<file path="src/design/dfc_pkg.sv">
// Types and constants of the datagram frame checker
package dfc_pkg;

  localparam int HEADER_BYTES = 18;
  localparam int CRC_SPAN     = 16;
  localparam int COUNT_W      = 17;
  localparam int CFG_IDX_W    = 2;
  localparam int CFG_DATA_W   = 16;

  localparam logic [COUNT_W-1:0] COUNT_MAX = {COUNT_W{1'b1}};
  localparam logic [15:0]        CRC_POLY  = 16'h1021;
  localparam logic [15:0]        CRC_INIT  = 16'hFFFF;

  localparam logic [CFG_IDX_W-1:0] CFG_MAGIC   = 2'd0;
  localparam logic [CFG_IDX_W-1:0] CFG_VERSION = 2'd1;
  localparam logic [CFG_IDX_W-1:0] CFG_MAX_PAY = 2'd2;

  localparam logic [15:0] MAGIC_RST   = 16'h0000;
  localparam logic [7:0]  VERSION_RST = 8'h01;
  localparam logic [15:0] MAX_PAY_RST = 16'd1024;

  typedef enum logic [2:0] {
    ST_OK      = 3'd0,
    ST_SHORT   = 3'd1,
    ST_MAGIC   = 3'd2,
    ST_VERSION = 3'd3,
    ST_FIELD   = 3'd4,
    ST_CRC     = 3'd5
  } status_t;

  typedef struct packed {
    status_t     status;
    logic [15:0] magic;
    logic [7:0]  version;
    logic [7:0]  message_type;
    logic [7:0]  flag_bits;
    logic [7:0]  reserved_byte;
    logic [31:0] sequence_res;
    logic [31:0] timestamp;
    logic [15:0] payload_length;
    logic [15:0] frame_checksum;
  } result_t;

endpackage

</file>
<file path="src/design/dfc_crc8.sv">
// One-byte CRC-16/CCITT step, MSB first, eight shifts unrolled
module dfc_crc8 import dfc_pkg::*; (
  input  logic [15:0] crc_in,
  input  logic [7:0]  data,
  output logic [15:0] crc_out
);

  always_comb begin
    logic [15:0] c;
    c = crc_in ^ {data, 8'h00};
    for (int k = 0; k < 8; k++) begin
      if (c[15]) begin
        c = {c[14:0], 1'b0} ^ CRC_POLY;
      end else begin
        c = {c[14:0], 1'b0};
      end
    end
    crc_out = c;
  end

endmodule

</file>
<file path="config.mk">
export PLATFORM = sky130hd
export DESIGN_NAME = dfc_crc8
export DESIGN_NICKNAME = d
export VERILOG_FILES = /design/src/design/dfc_pkg.sv /design/src/design/dfc_crc8.sv
export SDC_FILE = /design/constraint.sdc
export NUM_CORES = 1
export LEC_CHECK = 0
export BUFFER_PORTS_ARGS = -buffer_cell sky130_fd_sc_hd__buf_2
export CELL_PAD_IN_SITES_DETAIL_PLACEMENT = 0
export CELL_PAD_IN_SITES_GLOBAL_PLACEMENT = 1
export CORE_MARGIN = 1.5
export CORE_UTILIZATION = 27
export DETAILED_ROUTE_END_ITERATION = 8
export GPL_TIMING_DRIVEN = 0
export PLACE_DENSITY_LB_ADDON = 0.2
export SETUP_SLACK_MARGIN = 0.02
export SLEW_MARGIN = 10
export SYNTH_ARGS = -nofsm -noshare
export SYNTH_HDL_FRONTEND = slang
export SYNTH_SLANG_ARGS = --single-unit
</file>
<file path="constraint.sdc">
create_clock -name vclk -period 0.83
set_input_delay 0.0415 -clock vclk [all_inputs]
set_output_delay 0.0415 -clock vclk [all_outputs]
set_load 0.01 [all_outputs]
</file>
# [After elaboration in Yosys (flattened, before gate mapping)]
# Cells that the tools add are included.
# Widths: inputs -> output; s select.
[classes] mux=8 bitwise_logic=9
[ops] operator="$mux 13" n=8
[ops] operator="$not 3->3" n=8
[ops] operator="$xor 16x16->16" n=1
[word_totals] ff_bits=0 input_bits=24 elab_cells=17

# [Longest topological paths before layout]
# Gate-level depths: netlist (run 1).
[logic_depth] word_depth=17 mapped_depth=3 mapped_depth_nobuf=3

# [Worst setup path before layout (run 1)]
# OpenSTA, ideal clock, no wires.
[synth_path] kind="input-to-output" startpoint="input port data[5]" endpoint="output port crc_out[5]" t_arrival_ns=0.801 t_required_ns=0.788 slack_ns=-0.013 stages=2 n_path_buf=0 path_cell_list="xnor2_2 -> xnor3_1"
[synth_between] elab_chain_len=8
[synth_lines] element="start, declared" line="dfc_crc8.sv:4" source="input logic [7:0] data,"
[synth_lines] element="$xor 16x16->16 *" line="dfc_crc8.sv:10" source="c = crc_in ^ {data, 8'h00};"
[synth_lines] element="$mux 13 * (5 in a row)" line="dfc_crc8.sv:12" source="if (c[15]) begin"
[synth_lines] element="$not 3->3 (no source line)"
[synth_lines] element="$mux 13 *" line="dfc_crc8.sv:12"
[synth_lines] element="end, declared" line="dfc_crc8.sv:5" source="output logic [15:0] crc_out"
# Every way passes the cells marked *; elsewhere a longest branch is shown, timed or not.

# [Final worst setup path (run 1)]
[layout_path] startpoint="input port crc_in[11]" endpoint="output port crc_out[15]"
[layout_between] elab_chain_len=4
[layout_lines] element="start, declared" line="dfc_crc8.sv:3" source="input logic [15:0] crc_in,"
[layout_lines] element="$xor 16x16->16 *" line="dfc_crc8.sv:10"
[layout_lines] element="$not 3->3 (no source line)"
[layout_lines] element="$mux 13 * (2 in a row)" line="dfc_crc8.sv:12"
# Marked as above.

==> impl_metrics.ini, run 1 <==
[grt]
antenna_violations_before_repair = 0
grt_max_degree = 5
via_count_of_the_first_global_routing_pass = 324
grt_util_all_layers_pct = 10.8
global_route_wire_length_before_repair_um = 1230
grt_remaining_overflow = 0

[route]
routed_wire_length_per_instance_um = 11.3
m1WireLength_um = 361
initialDrtViolationCount = 0
met3_wirelength_um = 109
routed_wire_length_um = 1050
route.vias.total = 383
per_cell_via_count_in_the_routed_design = 4.12
drc = 0
detail-route-antenna-nets = 0
route.top_layer_used = met3
detail_route.first_pass.iterations = 1
detailroute.wirelength.met2_um = 581

[layout]
fin_cells = 93
finish.instance_area_sq_um = 996
layout.sequential_cells = 0
antenna-diode-count = 0
final_nets = 104
layout.area.seq_sq_um = 0
drive_above_1_share_pct = 87.2
layout.clock_buffers = 0
layout-area-overhead-vs-synth_pct = 152
fin_util_pct = 74.7
n_fill_cell = 91

[hold_path]
worst_hold_path_type = in -> out
holdPathStages = 3
timing.hold.worst.start = crc_in[3]
whs_endpoint = crc_out[11]

[sta]
final.min_clock_period_ns = 0.936
unrepaired_setup_endpoints_after_global_routing = yes
final-hold-violation-count = 0
fin_crit_sh_pct = 113
max_slew.worst_pin.slew_ns = 0.206
max_slew_margin_pct = 86.3
slew_violations = 0
maxClockFrequency_mhz = 1070
setup_viol_count_final = 11
final_critical_path_setup_slack_ns = -0.106

[worst_setup_path]
crit_chain = buf_8 -> xnor2_4 -> xor3_4 -> buf_6
timing.critical_path.from = crc_in[11]
required_ns = 0.79
endpoint_kind = output pin
cp-start-kind = input port
critPathMaxFanout = 3
critical-path-max-stage-delay_ns = 0.41
crit_type = in -> out
slowest_stage = xor3_4
cp_data_arrival_time_ns = 0.89

[placed_design]
placed_cells = 80
numPortBuffers = 40
place_congestion = 0.539
dp_slack_ns = -0.295
placed_area_sq_um = 622
dpl.hpwl_um = 622

[synth]
ys.warnings.count = 0
synthesis.area_per_instance_sq_um = 15.8
syn_inst = 25
ys_top_cells_by_area = xnor3_1 (23%), xnor2_1 (18%), xor3_4 (14%)
synth_most_common_cell = xnor2_1
post-synth-top-area-fraction_pct = 22.8
top_cells_by_instance_count_after_synthesis = xnor2_1 (8), xnor3_1 (4), xnor2_2 (3), xor2_1 (3)
synth.yosys.seq_area_share_pct = 0
mappedNetlistArea_sq_um = 395
syn_nets = 49
synth_cell_type_count = 9
yosys.area.top_type = xnor3_1

[run]
drv.max_cap_violation_count = 0

[floorplanning]
fp-row-count = 13
die_w_um = 41.3
floorplan.io_pins = 40
die_ar_sq_mm = 0.00170
die_h_um = 41.3
fp.coreArea_sq_mm = 0.00133
initial_core_util_pct = 29.6

[run_status]
violated_checks = negative setup slack
outcome = complete, but fails checks

[pwr]
total_power_mw = 1.04
vdd_drop_max_mv = 0.594
p_leak_nw = 0.528
power_density_mw_per_mm2 = 1040
cells in the final DEF (no fill, tap or decap):
| cell type | instances |
|---|---|
| xnor2_4 | 7 |
| buf_8 | 8 |
| xor3_1 | 2 |
| buf_2 | 22 |
| xor2_1 | 2 |
| xnor3_4 | 1 |
| xor3_4 | 2 |
| xor2_2 | 1 |
| buf_6 | 15 |
| xnor3_1 | 4 |
| buf_4 | 8 |
| xnor2_2 | 3 |
| xnor2_1 | 2 |
| inv_4 | 1 |
worst max-delay path, delay by kind of cell:
kind / cells / cell delay (ns)
buffers and inverters: 2 / 0.24
XOR/XNOR: 2 / 0.60
per-stage QoR:
step	setup TNS, ns	hold WS [ns]
final	-0.748	0.355
after global routing	-1.41	0.388
after detailed placement	-1.98	0.352
after CTS	-0.755	0.350
after floorplan	-0.0251	0.171
after global placement	-1.88	0.351
logic make-up after synthesis:
family | after synthesis | share of synthesized area (%)
buffers and inverters | 1 | 0.948
XOR/XNOR | 24 | 99.1
area by class of cell:
class | count | area (sq um) | area share (%)
inverter | 1 | 6.26 | 0.628
timing repair buffer | 53 | 459 | 46.1
multi-input combinational | 24 | 512 | 51.4
tap | 15 | 18.8 | 1.88
where the power goes:
group	switching, mW	total [mW]	leakage, nW	internal, mW
registers	0	0	0	0
clock network	0	0	0	0
logic	0.369	1.04	0.528	0.672
total	0.369	1.04	0.528	0.672
worst max-delay path by stage:
stage / endpoint / cells after the start
floorplan: crc_out[5] / 2
global placement: crc_out[5] / 4
detailed placement: crc_out[6] / 4
CTS: crc_out[12] / 4
global route: crc_out[15] / 4
finish: crc_out[15] / 4
layer usage:
layer | global-route usage (%) | vias up
met5 | 0 | -
met4 | 0 | 0
met3 | 1.09 | 0
met2 | 21.1 | 25
met1 | 13.3 | 167
li1 | - | 191
timing repair:
item                       in CTS  in global routing
hold buffers                    0                  0
pin swaps                      15                  7
setup endpoints to repair      12                 14
gates resized for setup        40                 17
setup buffers                  12                  1
No activity file was read; power rests on OpenSTA's default activity.
==> run 2: changes to the inputs <==
--- a/config.mk
+++ b/config.mk
@@ -9,7 +9,7 @@
 export CELL_PAD_IN_SITES_DETAIL_PLACEMENT = 0
 export CELL_PAD_IN_SITES_GLOBAL_PLACEMENT = 1
 export CORE_MARGIN = 1.5
-export CORE_UTILIZATION = 27
+export CORE_UTILIZATION = 29
 export DETAILED_ROUTE_END_ITERATION = 8
 export GPL_TIMING_DRIVEN = 0
 export PLACE_DENSITY_LB_ADDON = 0.2
==> constraint.sdc (replaced) <==
create_clock -name vclk -period 1.1
set_input_delay 0.055 -clock vclk [all_inputs]
set_output_delay 0.055 -clock vclk [all_outputs]
set_load 0.01 [all_outputs]
==> run 2 against run 1 <==
  * Combinational power decreased by 44%
  * The flow now finishes without violations
  * Routed wire length decreased by 28%
  * Core utilization decreased by 21 points
  * Via count decreased by 14%
  * Flip-flop and latch count unchanged
  * Die area decreased by 6.4%
  * Worst setup slack improved by 0.17 ns
  * First-iteration DRC count unchanged
  * Critical endpoint is now crc_out[7]
  * Hold slack improved by 0.019 ns
==> impl_metrics.ini, run 2 (synthesis results as in run 1) <==
[pwr]
vdd_drop_max_mv = 0.405
p_leak_nw = 0.397
power_density_mw_per_mm2 = 852
total_power_mw = 0.584

[placed_design]
numPortBuffers = 40
place_congestion = 0.566
placed_area_sq_um = 614
dpl.hpwl_um = 603

[run]
drv.max_cap_violation_count = 0

[route]
routed_wire_length_per_instance_um = 9.12
initialDrtViolationCount = 0
drc = 0
detail_route.first_pass.iterations = 1
route.vias.total = 331
routed_wire_length_um = 757
detail-route-antenna-nets = 0
per_cell_via_count_in_the_routed_design = 3.99

[sta]
fin_crit_sh_pct = 94.1
tightest_hold_margin_ns = 0.375
max_slew.worst_pin.slew_ns = 0.335
max_slew_margin_pct = 77.5
setup_viol_count_final = 0
unrepaired_setup_endpoints_after_global_routing = no
final.min_clock_period_ns = 1.03
final-hold-violation-count = 0
fin_setup_tns_ns = 0
slew_violations = 0
maxClockFrequency_mhz = 966

[layout]
fin_util_pct = 53.4
layout.cells.most_common = buf_2
area_of_the_multi_input_gates_sq_um = 440
layout.area.seq_sq_um = 0
layout_common_cells = buf_2 (40), xnor2_1 (6), xnor2_4 (4), xnor3_1 (4)
antenna-diode-count = 0
finish.instance_area_sq_um = 686
layout.sequential_cells = 0
layout-area-overhead-vs-synth_pct = 73.4
n_fill_cell = 126
drive_above_1_share_pct = 76.5
layout.clock_buffers = 0
final_nets = 94

[grt]
grt_max_degree = 6
grt_remaining_overflow = 0
via_count_of_the_first_global_routing_pass = 211
grt_util_all_layers_pct = 6.92
antenna_violations_before_repair = 0
global_route_wire_length_before_repair_um = 800

[hold_path]
worst_hold_path_type = in -> out

[floorplanning]
die_ar_sq_mm = 0.00159
fp.coreArea_sq_mm = 0.00128
fp-row-count = 13
die_h_um = 39.9
die_w_um = 39.9
floorplan.io_pins = 40
initial_core_util_pct = 30.8

[worst_setup_path]
crit_type = in -> out
path_common_cell = buf_2
cp_data_arrival_time_ns = 0.98
crit_chain = buf_2 -> xnor2_4 -> xnor3_1 -> buf_2
critical-path-max-stage-delay_ns = 0.41
required_ns = 1.04
slowest_stage = xnor3_1
cp-start-kind = input port
critPathMaxFanout = 4
endpoint_kind = output pin

[cts]
hold_buffers = 0

[run_status]
outcome = completed
-- run 2: changes by cell type in the layout (fill, tap and decap cells not counted) --
| cell | delta |
|---|---|
| buf_2 | +18 |
| buf_4 | -5 |
| buf_6 | -15 |
| buf_8 | -8 |
| inv_1 | +1 |
| inv_4 | -1 |
| xnor2_1 | +4 |
| xnor2_2 | -1 |
| xnor2_4 | -3 |
| xor2_1 | +1 |
| xor2_2 | -1 |
-- run 2: layer usage --
| metal | wire (um) | global-route usage, % | vias to the layer above |
|---|---|---|---|
| li1 | - | - | 170 |
| met1 | 243 | 7.27 | 139 |
| met2 | 408 | 14.5 | 22 |
| met3 | 105 | 1.14 | 0 |
| met4 | 0 | 0 | 0 |
| met5 | 0 | 0 | - |
-- run 2: power by group --
part	total, mW	internal [mW]	switching (mW)
registers	0	0	0
logic	0.584	0.352	0.233
clock network	0	0	0
-- run 2: final timing paths --
path | startpoint | to | slack [ns] | depth (start not counted)
min | crc_in[2] | crc_out[10] | 0.37 | 3
max | crc_in[15] | crc_out[7] | 0.07 | 4
-- run 2: layout make-up --
class / count / area share, %
repair buffers: 43 / 32.5
multi-input cells: 24 / 64.2
inverters: 1 / 0.547
well taps: 15 / 2.74
-- run 2: stage by stage --
| stage | std cells | worst slack [ns] |
|---|---|---|
| floorplan | 25 | 0.230 |
| global placement | 80 | -0.0343 |
| detailed placement | 80 | -0.0413 |
| finish | 83 | 0.0650 |
| CTS | 80 | 0.0277 |
| global route | 83 | 0.00572 |
-- run 2: critical path, delay by kind of cell --
kind | cells | cell delay (ns)
xor gates and xnor gates | 2 | 0.63
buffers and inverters | 2 | 0.29
-- run 2: timing repair --
action                     CTS  global route
pin swaps                    0             2
hold endpoints to repair     0             0
resized for setup            2             3
setup endpoints to repair    5             6
buffers inserted             0             3
